$ cat src/rtl/stereo_match_triangulator_assert.svh
// Assertion macros for the stereo match triangulator.
`ifndef STEREO_MATCH_TRIANGULATOR_ASSERT_SVH
`define STEREO_MATCH_TRIANGULATOR_ASSERT_SVH
`ifndef SYNTHESIS
`define SMT_ASSERT_IMPL(name, pre, post) \
  name: assert property (@(posedge clk) disable iff (!rst_n) (pre) |-> (post)) \
    else $error("stereo_match_triangulator: check failed");
`define SMT_ASSERT_NEXT(name, pre, post) \
  name: assert property (@(posedge clk) disable iff (!rst_n) (pre) |=> (post)) \
    else $error("stereo_match_triangulator: check failed");
`else
`define SMT_ASSERT_IMPL(name, pre, post)
`define SMT_ASSERT_NEXT(name, pre, post)
`endif
`endif

$ cat src/rtl/smt_pkg.sv
// Shared types and constants of the stereo match triangulator.
package smt_pkg;

  localparam int QDepth = 4;
  localparam int QCntW  = 3;
  localparam int QPtrW  = 2;

  typedef enum logic [2:0] {
    REG_CENTER_X      = 3'd0,
    REG_CENTER_Y      = 3'd1,
    REG_FOCAL_LENGTH  = 3'd2,
    REG_BASELINE      = 3'd3,
    REG_MIN_DISPARITY = 3'd4,
    REG_MAX_ROW_DIFF  = 3'd5
  } smt_reg_t;

  typedef struct packed {
    logic [15:0] center_x;
    logic [15:0] center_y;
    logic [15:0] focal_length;
    logic [15:0] baseline;
    logic [15:0] min_disparity;
    logic [15:0] max_row_diff;
  } smt_cfg_t;

  typedef struct packed {
    logic        x_neg;
    logic        y_neg;
    logic [16:0] meas_col;
    logic [16:0] meas_row;
    logic [15:0] index;
  } smt_side_t;

  typedef struct packed {
    logic [31:0] prod_z;
    logic [31:0] prod_x;
    logic [32:0] prod_y;
    logic [15:0] disp;
    smt_side_t   side;
  } smt_entry_t;

  typedef struct packed {
    logic [QCntW-1:0] count;
    logic             full;
    logic             empty;
  } smt_qstat_t;

  typedef struct packed {
    logic fa_valid;
    logic fa_pass;
  } smt_fstat_t;

endpackage

$ cat src/rtl/smt_queue.sv
// Short queue between the front end and the divider back end.
module smt_queue
  import smt_pkg::*;
(
  input  logic       clk,
  input  logic       rst_n,
  input  logic       push,
  input  smt_entry_t push_data,
  input  logic       pop,
  output smt_entry_t head,
  output smt_qstat_t qstat
);

  smt_entry_t       mem_r [QDepth];
  logic [QPtrW-1:0] wr_ptr_r, rd_ptr_r;
  logic [QCntW-1:0] count_r;

  always_ff @(posedge clk) begin
    if (!rst_n) begin
      wr_ptr_r <= '0;
      rd_ptr_r <= '0;
      count_r  <= '0;
    end else begin
      if (push) wr_ptr_r <= wr_ptr_r + 1'b1;
      if (pop)  rd_ptr_r <= rd_ptr_r + 1'b1;
      case ({push, pop})
        2'b10:   count_r <= count_r + 1'b1;
        2'b01:   count_r <= count_r - 1'b1;
        default: count_r <= count_r;
      endcase
    end
  end

  always_ff @(posedge clk) begin
    if (push) mem_r[wr_ptr_r] <= push_data;
  end

  assign head        = mem_r[rd_ptr_r];
  assign qstat.count = count_r;
  assign qstat.full  = (count_r == QCntW'(QDepth));
  assign qstat.empty = (count_r == '0);

endmodule

$ cat config.mk
export PLATFORM = sky130hd
export DESIGN_NAME = smt_queue
export DESIGN_NICKNAME = d
export VERILOG_FILES = /design/src/rtl/stereo_match_triangulator_assert.svh /design/src/rtl/smt_pkg.sv /design/src/rtl/smt_queue.sv
export SDC_FILE = /design/constraint.sdc
export NUM_CORES = 1
export LEC_CHECK = 0
export BUFFER_PORTS_ARGS = -buffer_cell sky130_fd_sc_hd__buf_2
export CORE_MARGIN = 2
export CORE_UTILIZATION = 35
export DETAILED_ROUTE_END_ITERATION = 10
export GPL_ROUTABILITY_DRIVEN = 1
export GPL_TIMING_DRIVEN = 0
export PLACE_DENSITY = 0.59
export SLEW_MARGIN = 10
export SYNTH_ARGS = -nofsm -noshare
export SYNTH_HDL_FRONTEND = slang
export SYNTH_SLANG_ARGS = --single-unit
$ cat constraint.sdc
create_clock -name clk -period 5 [get_ports clk]
set_input_delay 1 -clock clk [delete_from_list [all_inputs] [get_ports clk]]
set_output_delay 1 -clock clk [all_outputs]
set_load 0.02 [all_outputs]
==> results.py <==
metrics = {
    "critical_path": {
        "reg2reg_from": "wr_ptr_r[0]",
        "ff2ff_setup_slack_ps": 2750,
        "end_kind": "output port",
        "worstSetupPathType": "flip-flop to output port",
        "critical_path_arrival_ps": 2890,
        "r2r_cells": 5,
        "required_ps": 4000,
        "r2r-end": "mem_r[0][108]",
        "critPathMaxFanout": 10,
        "critPathLaunchType": "flip-flop",
    },
    "worst_hold_path": {
        "hp-class": "flip-flop to flip-flop",
        "holdPathStages": 2,
        "hold_start": "count_r[2]",
        "holdPathEnd": "count_r[2]",
    },
    "sta": {
        "min_period_ps": 3890,
        "grt_setup_unrepaired": "false",
        "period_share_pct": 77.8,
        "setup_viol": 0,
        "clock_skew_ps": 13.1,
        "final.setup.tns_ps": 0,
        "slew_viol_final": 0,
        "hold-worst-slack_ps": 548,
        "finalHoldViolCount": 0,
        "tightest_slew_ps": 1180,
        "timing.final.ws_setup_ps": 1110,
        "fmax_ghz": 0.257,
        "relSlewSlack_pct": 21.1,
    },
    "cts": {
        "clkSinkCount": 669,
        "cts_setup_buffers": 0,
        "clock_latency_ps": 590,
        "cts_tree": "done",
        "path_clk_slew_ps": 60,
        "ctsHtreeMaxLevel": 3,
        "numCtsBuffers": 73,
        "hold_buffers": 0,
        "clk_path_buf_depth": 3,
        "cts_resized": 0,
        "cts_root_buf": "clkbuf_16",
    },
    "floorplan": {
        "num_io_pins": 339,
        "initial_utilization_pct": 35.5,
        "fp-row-count": 96,
        "fp.dieH_um": 268,
        "core_area_um2": 68800,
        "die_x_um": 268,
        "die_area_um2": 71800,
    },
    "placed_design": {
        "port_buffers": 338,
        "place_ws_ps": 1550,
        "placed_area_um2": 27600,
        "dp_hpwl_mm": 31.4,
        "dp.cells": 2189,
        "place_congestion": 0.697,
    },
    "logic_synthesis": {
        "syn_nets": 1083,
        "synthTopCellsByArea": "edfxtp_1 (81%), mux4_2 (15%), buf_12 (0.90%)",
        "yosysTopAreaCellShare_pct": 81.2,
        "netlist_area_um2": 24400,
        "yosysSeqAreaShare_pct": 82.0,
        "synthCells": 908,
        "synth.distinct_cells": 23,
        "avgSynthCellArea_um2": 26.9,
        "yosysTopAreaCell": "edfxtp_1",
        "synth_seq_cells": 669,
        "yosysWarnings": 0,
    },
    "drt": {
        "drt_iter0_markers": 602,
        "drcViolationCount": 0,
        "ant_nets": 0,
        "drt_first_pass_iters": 4,
        "vias": 10900,
        "via_per_inst": 4.69,
        "wl_per_cell_um": 21.4,
        "finalWirelength_mm": 49.8,
    },
    "pwr": {
        "p_sw_share_pct": 23.0,
        "p_clk_share_pct": 39.1,
        "p_per_area_nw_per_um2": 436,
        "finalPower_mw": 13.0,
        "p_seq_share_pct": 49.9,
        "leakage_nw": 10.0,
        "pwr-share-comb_pct": 11.0,
        "intPower_mw": 10.0,
        "irDropWorstVdd_mv": 0.278,
        "netSwitchingPower_mw": 2.99,
    },
    "global_routing": {
        "antenna_found_initial": 9,
        "grtUsageTotal_pct": 13.8,
        "grt_pass1_wl_mm": 73.2,
        "gr-total-overflow": 0,
        "grt_max_degree": 47,
        "first_global_vias": 11800,
    },
    "final_layout": {
        "syn_to_final_growth_pct": 22.5,
        "drive_gt1_share_pct": 46.8,
        "fin_cells": 2325,
        "nets": 1508,
        "post-route-util_pct": 43.4,
        "final_area_um2": 29900,
    },
    "run_status": {
        "status": "complete, no violations",
    },
    "job": {
        "drv_cap": 0,
    },
}
Yosys cell counts:
library cell    n
clkbuf_1        2
nor3_1          1
buf_12         11
ha_1            5
buf_2          16
inv_1           6
dfxtp_1         9
fa_1            1
nand2_1         2
mux4_2        165
nor2b_1         1
buf_4           1
and3_1          1
or3_1           1
edfxtp_1      660
o21ai_0         2
buf_6           1
xor2_1          3
mux2i_1         1
a21boi_0        1
xnor2_1         2
buf_8           6
and2_1         10
power by group through the flow:
stage	Clock, mW	Combinational, mW	Sequential [mW]
3_5_place_dp	0	1.48	6.62
4_1_cts	5.27	1.48	6.50
3_3_place_gp	0	1.42	6.64
2_1_floorplan	0	0.895	6.62
5_1_grt	5.48	1.54	6.51
6_report	5.10	1.43	6.50
sequential cells by signal, summed over array words and instances (netlist names), named ones only:
signal	cells
mem_r	660
wr_ptr_r	2
rd_ptr_r	2
count_r	3
critical path: stages (launching register included):
cell	delay (ps)
dfxtp_1	350
clkbuf_1	880
buf_2	500
mux4_2	350
buf_2	210
placed cells by master, fill, tap and decap left out, types with 4 or more instances in the layout:
cell type	instances
inv_1	6
buf_16	12
ha_1	5
clkbuf_16	75
clkinv_8	4
and2_4	4
buf_12	11
mux4_2	165
buf_8	6
dfxtp_1	9
clkinv_2	9
clkinv_1	10
bufinv_16	4
and2_1	6
edfxtp_1	660
clkbuf_1	27
diode_2	4
buf_2	354
worst max-delay path by stage:
stage / to / slack (ps) / cells after the start
CTS: head[75] / 890 / 4
finish: head[79] / 1110 / 4
floorplan: mem_r[1][0] / 1530 / 1
global placement: mem_r[1][34] / -600 / 2
detailed placement: head[79] / 1550 / 4
global route: head[79] / 920 / 4
area by class of cell:
cell class	count	area, um^2
Antenna cell	4	10.0
Buffer	37	417
Clock buffer	101	1980
Clock inverter	31	303
Fill cell	5920	38900
Inverter	6	22.5
Multi-Input combinational cell	196	3970
Sequential cell	669	20000
Tap cell	931	1160
Timing Repair Buffer	350	2020
cells by family after synthesis:
logic type                 count (synthesis)  share of synthesized area [%]
buffers and inverters                     43                           1.80
and+or+nand+nor                           16                          0.385
adders and majority gates                  6                          0.338
AOI/OAI and AO/OA                          3                         0.0718
DFF                                      669                           82.0
xor gates and xnor gates                   5                          0.179
muxes                                    166                           15.3
per-layer routing:
metal  part of all wire, %  up-vias  global-route usage (%)  wire length [um]
met5                  0.12        -                       0                62
met4                   2.2       10                    4.89              1100
met3                   7.7       91                    4.45              3830
met2                    51      287                    23.1             25200
met1                    39     5719                    16.8             19600
li1                      -     4801                       -                 -
(Power assumes the default switching activity.)
