### src/rtl/stereo_match_triangulator_assert.svh
// Assertion macros for the stereo match triangulator.
`ifndef STEREO_MATCH_TRIANGULATOR_ASSERT_SVH
`define STEREO_MATCH_TRIANGULATOR_ASSERT_SVH
`ifndef SYNTHESIS
`define SMT_ASSERT_IMPL(name, pre, post) \
  name: assert property (@(posedge clk) disable iff (!rst_n) (pre) |-> (post)) \
    else $error("stereo_match_triangulator: check failed");
`define SMT_ASSERT_NEXT(name, pre, post) \
  name: assert property (@(posedge clk) disable iff (!rst_n) (pre) |=> (post)) \
    else $error("stereo_match_triangulator: check failed");
`else
`define SMT_ASSERT_IMPL(name, pre, post)
`define SMT_ASSERT_NEXT(name, pre, post)
`endif
`endif

### src/rtl/smt_pkg.sv
// Shared types and constants of the stereo match triangulator.
package smt_pkg;

  localparam int QDepth = 4;
  localparam int QCntW  = 3;
  localparam int QPtrW  = 2;

  typedef enum logic [2:0] {
    REG_CENTER_X      = 3'd0,
    REG_CENTER_Y      = 3'd1,
    REG_FOCAL_LENGTH  = 3'd2,
    REG_BASELINE      = 3'd3,
    REG_MIN_DISPARITY = 3'd4,
    REG_MAX_ROW_DIFF  = 3'd5
  } smt_reg_t;

  typedef struct packed {
    logic [15:0] center_x;
    logic [15:0] center_y;
    logic [15:0] focal_length;
    logic [15:0] baseline;
    logic [15:0] min_disparity;
    logic [15:0] max_row_diff;
  } smt_cfg_t;

  typedef struct packed {
    logic        x_neg;
    logic        y_neg;
    logic [16:0] meas_col;
    logic [16:0] meas_row;
    logic [15:0] index;
  } smt_side_t;

  typedef struct packed {
    logic [31:0] prod_z;
    logic [31:0] prod_x;
    logic [32:0] prod_y;
    logic [15:0] disp;
    smt_side_t   side;
  } smt_entry_t;

  typedef struct packed {
    logic [QCntW-1:0] count;
    logic             full;
    logic             empty;
  } smt_qstat_t;

  typedef struct packed {
    logic fa_valid;
    logic fa_pass;
  } smt_fstat_t;

endpackage

### src/rtl/smt_front.sv
// Front end: takes a keypoint pair, centers it, checks the limits, forms the products.
module smt_front
  import smt_pkg::*;
(
  input  logic        clk,
  input  logic        rst_n,
  input  logic        in_tvalid,
  output logic        in_tready,
  input  logic [79:0] in_tdata,
  input  smt_cfg_t    cfg,
  input  logic        q_full,
  output logic        push,
  output smt_entry_t  push_data,
  output smt_fstat_t  fstat
);

  logic        fa_valid_r;
  logic [15:0] lc_r, lr_r, rc_r, rr_r, idx_r;
  logic        fa_go;
  logic [16:0] x1, y1, y2, d, dr, x1_neg, dr_neg;
  logic [17:0] ysum, ysum_neg;
  logic [15:0] abs_x1, abs_dr;
  logic [16:0] abs_ysum;
  logic        pass;

  assign fa_go     = !q_full;
  assign in_tready = !fa_valid_r || fa_go;

  always_ff @(posedge clk) begin
    if (!rst_n) begin
      fa_valid_r <= 1'b0;
    end else if (in_tready) begin
      fa_valid_r <= in_tvalid;
    end
  end

  always_ff @(posedge clk) begin
    if (in_tready && in_tvalid) begin
      lc_r  <= in_tdata[15:0];
      lr_r  <= in_tdata[31:16];
      rc_r  <= in_tdata[47:32];
      rr_r  <= in_tdata[63:48];
      idx_r <= in_tdata[79:64];
    end
  end

  always_comb begin
    x1       = {1'b0, lc_r} - {1'b0, cfg.center_x};
    y1       = {1'b0, lr_r} - {1'b0, cfg.center_y};
    y2       = {1'b0, rr_r} - {1'b0, cfg.center_y};
    d        = {1'b0, lc_r} - {1'b0, rc_r};
    dr       = {1'b0, lr_r} - {1'b0, rr_r};
    ysum     = {y1[16], y1} + {y2[16], y2};
    x1_neg   = 17'd0 - x1;
    dr_neg   = 17'd0 - dr;
    ysum_neg = 18'd0 - ysum;
    abs_x1   = x1[16] ? x1_neg[15:0] : x1[15:0];
    abs_dr   = dr[16] ? dr_neg[15:0] : dr[15:0];
    abs_ysum = ysum[17] ? ysum_neg[16:0] : ysum[16:0];
    // positive disparity above the minimum also keeps the divisor nonzero
    pass = !d[16] && (d[15:0] > cfg.min_disparity) && (abs_dr < cfg.max_row_diff) &&
           (cfg.focal_length != 16'd0) && (cfg.baseline != 16'd0);
  end

  // drop failing pairs as they leave the front register
  assign push = fa_valid_r && fa_go && pass;

  always_comb begin
    push_data.prod_z        = cfg.focal_length * cfg.baseline;
    push_data.prod_x        = abs_x1 * cfg.baseline;
    push_data.prod_y        = abs_ysum * {1'b0, cfg.baseline};
    push_data.disp          = d[15:0];
    push_data.side.x_neg    = x1[16];
    push_data.side.y_neg    = ysum[17];
    push_data.side.meas_col = x1;
    push_data.side.meas_row = y1;
    push_data.side.index    = idx_r;
  end

  assign fstat.fa_valid = fa_valid_r;
  assign fstat.fa_pass  = pass;

endmodule

### config.mk
export PLATFORM = sky130hd
export DESIGN_NAME = smt_front
export DESIGN_NICKNAME = d
export VERILOG_FILES = /design/src/rtl/stereo_match_triangulator_assert.svh /design/src/rtl/smt_pkg.sv /design/src/rtl/smt_front.sv
export SDC_FILE = /design/constraint.sdc
export NUM_CORES = 2
export LEC_CHECK = 0
export BUFFER_PORTS_ARGS = -buffer_cell sky130_fd_sc_hd__buf_2
export CORE_UTILIZATION = 30
export CTS_BUF_LIST = sky130_fd_sc_hd__clkbuf_8
export CTS_CLUSTER_DIAMETER = 60
export DETAILED_ROUTE_END_ITERATION = 8
export GPL_TIMING_DRIVEN = 0
export MAX_ROUTING_LAYER = met4
export PLACE_DENSITY_LB_ADDON = 0.05
export SYNTH_ARGS = -nofsm -noshare
export SYNTH_HDL_FRONTEND = slang
export SYNTH_SLANG_ARGS = --single-unit
### constraint.sdc
create_clock -name clk -period 42.7 [get_ports clk]
set_clock_uncertainty 0.1 [all_clocks]
set_input_delay 8.54 -clock clk [delete_from_list [all_inputs] [get_ports clk]]
set_output_delay 8.54 -clock clk [all_outputs]
set_load 0.005 [all_outputs]
==> impl_results.md <==
- Initial antenna violation count: 24
- Dpl cells: 5,737
- Crit path arrival time: 20.10 ns
- DRC Markers: 0
- Final GP Congestion: 0.848
- Global-route wire length before repair: roughly 180 mm
- Reg2reg start: fa_valid_r
- Post-synth EDFFs: 80
- Post-Synthesis Net Count: 5,111
- Htree depth: 3
- Die Width: 338 um
- Crit end category: output pin
- Period Utilization, post-route: 67.3%
- Reg2reg path depth: 3
- RSZ-0062 raised after global routing: false
- PortBufs: 347
- Die height: 338 um
- Final setup vio count: 0
- Clock-pin slew on the worst setup and hold paths: 0.08 ns
- Slowest stage delay, CP: 0.97 ns
- Mapped Area: 34,000 um2
- Pre-Repair DR Iteration Count: 6
- I/O pin count: 349
- Number of setup buffers added after CTS: 0
- Fmax: around 35 MHz
- Hold Path Cell Cnt: 2
- CTS tree: done
- Crit Path Max Fanout: 10
- Post-CTS resize count: 0
- CTS buffer count: 9
- Outcome: completed
- Number of DRC markers in iteration 0: 1,230
- Slowest stage cell, crit path: xnor2_1
- Busiest grt layer: met2
- Cell mode on critical path: fa_1
- Post-Syn Instances: 3,888
- Clock Path Buffers: 2
- Critical setup path kind: in -> out
- Post-synthesis sequential area ratio: 7.13%
- Critical path depth: 42
- Avg Cell Area, Syn: ~8.7 um2
- Share of cells above drive strength 1: 9.41%
- Flops & latches, synth: between 80 and 90
- Largest net degree at the start of global routing: 56
- Per-cell routed wire length: 19.8 um
- Min-Delay Path Class: reg -> reg
- Predominant post-synthesis flop cell: edfxtp_1
- Clk root buf: clkbuf_8
- Final Hold Vio Count: 0
- Met2 usage: 35.0%
- Tot GR Track Use: 20.8%
- Setup tns final: 0 ns
- Area Growth Syn to Fin: 11.4%
- Grt met3 use: under 10%
- Nets@finish: around 5,500
- Final WL: between 100 and 150 mm
- Core ar.: 112,000 um2
- Async SR Flop Fraction: 0%
- Fin cells: around 5,800
- Yosys warning count: 0
- Total number of vias: 26,500
- Via/cell ratio: 4.60
- Row count: between 100 and 150
- Final ANT Viol Nets: 0
- Vias in the first global route: 28,300
- Max Cap Viol: 0
- Hold WS: 0.456 ns
- Clk_lat worst skew: slightly below 0.4 ns
- Dpl hpwl: 98.8 mm
- Fill cells: 12,100
- Num Clock Sinks: 81
- CP Data Required Time: 34.06 ns
- Starting Density: a little under a third
- Cts hold-fix bufs: 0
- Worst Setup SP: cfg[64]
- Tmin final: 28.74 ns
- CP Launch Type: input pin
- Full die area: 115,000 um2
- Yosys cell types: 76
- Slew @ Worst Pin: 1.40 ns
- Slew Viols, Final: 0
- Hold Path Origin: fa_valid_r
- Global Route met1 Usage: 27.9%
- GRT Residual Overflow: 0
- Crit path buffers/inverters: 7
- Relative slew slack: 5.70%
- CP top delay family: adder cells
cells in the mapped netlist (4+ instances only):
master,number,area [um2]
o21ai_1,4,20.0
nor2b_1,57,357
a221oi_1,5,43.8
ha_1,441,5520
o21a_1,34,255
nand2b_1,33,206
o2111ai_1,4,35.0
nand2_1,519,1950
nand3_1,30,150
o21ai_0,72,360
buf_2,11,55.1
clkbuf_1,123,462
nand4_1,9,56.3
nor3b_1,4,30.0
and3_1,23,144
buf_4,4,30.0
o21bai_1,32,240
a31o_2,4,35.0
nor3_1,33,165
o31a_1,5,43.8
nand3b_1,4,30.0
a211o_1,7,61.3
xnor2_1,149,1310
or3_1,14,87.6
nor2_1,97,364
a21o_1,57,428
o211ai_1,5,37.5
nor4_1,11,68.8
a41oi_1,4,35.0
or2_2,4,25.0
edfxtp_1,80,2400
and2_1,324,2030
inv_1,826,3100
a21oi_1,134,671
o31ai_1,6,45.0
a211oi_1,10,75.1
a21boi_0,7,52.6
fa_1,602,12100
a31oi_1,14,87.6
xor2_1,38,333
final timing paths:
check	to	slack, ns
hold reg to reg	fa_valid_r	0.46
setup reg to reg	lr_r[0]	41.07
setup / recovery	push_data[98]	13.96
hold / removal	fa_valid_r	0.46
registers in the layout, indices dropped and copies added, names as in the netlist:
signal / flops
lc_r: 16
lr_r: 16
idx_r: 16
fa_valid_r: 1
rc_r: 16
rr_r: 16
cells in the final DEF, fill, tap and decap left out, types with 6 or more instances in the layout:
cell type	netlist	final
nor3_1	33	33
a211oi_1	10	10
o21ai_0	72	72
xnor2_1	149	149
o21bai_1	32	32
a21oi_1	134	134
a31oi_1	14	14
a21boi_0	7	7
nor2b_1	57	57
edfxtp_1	80	80
clkbuf_8	0	9
a21o_1	57	57
nor4_1	11	11
nand3_1	30	30
xor2_1	38	38
nor2_1	97	97
a211o_1	7	7
nand2_1	519	519
o31ai_1	6	6
inv_1	826	827
fa_1	602	602
diode_2	0	13
ha_1	441	441
nand4_1	9	9
clkbuf_1	123	123
o21a_1	34	34
or3_1	14	14
and2_1	324	323
buf_2	11	359
nand2b_1	33	33
and3_1	23	23
per-layer routing:
| layer | vias up | part of all wire (%) |
|---|---|---|
| met5 | - | 0 |
| met4 | 0 | 0.82 |
| met3 | 49 | 4.5 |
| met2 | 584 | 48 |
| met1 | 13100 | 46 |
| li1 | 12800 | - |
stage by stage:
stage | worst slack, ns | instance area [um2] | utilization, %
after detailed placement | 13.65 | 37600 | 33.5
after global placement | 13.64 | 37600 | 33.4
after global routing | 13.03 | 37800 | 33.7
final | 13.96 | 37800 | 33.7
after CTS | 13.62 | 37800 | 33.6
after floorplan | 16.21 | 34000 | -
area by class of cell:
cell class	count	area [um2]	share of cell area (%)
diodes	13	32.5	0.0860
plain buffers	139	551	1.46
clock buffers	9	124	0.327
clock inverters	5	73.8	0.195
inverters	827	3100	8.20
multi-input cells	2841	27900	73.7
flip-flops and latches	81	2420	6.40
well taps	1500	1880	4.96
repair buffers	349	1770	4.68
kinds of logic after synthesis:
kind of cell	synth area share (%)
AO/OA/AOI/OAI	8.52
XOR/XNOR	4.92
adder cells (fa/ha/maj)	51.8
buffers and inverters	10.8
flip-flops	7.13
AND/OR/NAND/NOR	16.9
tightest hold or removal path, cell delays in order, from the launching register on:
cell	delay, ns
dfxtp_1	0.34
a21oi_1	0.13
nor2b_1	0.05
Power is not shown: default switching activity piles up to over one toggle a cycle in this logic, so the estimate is an artifact.
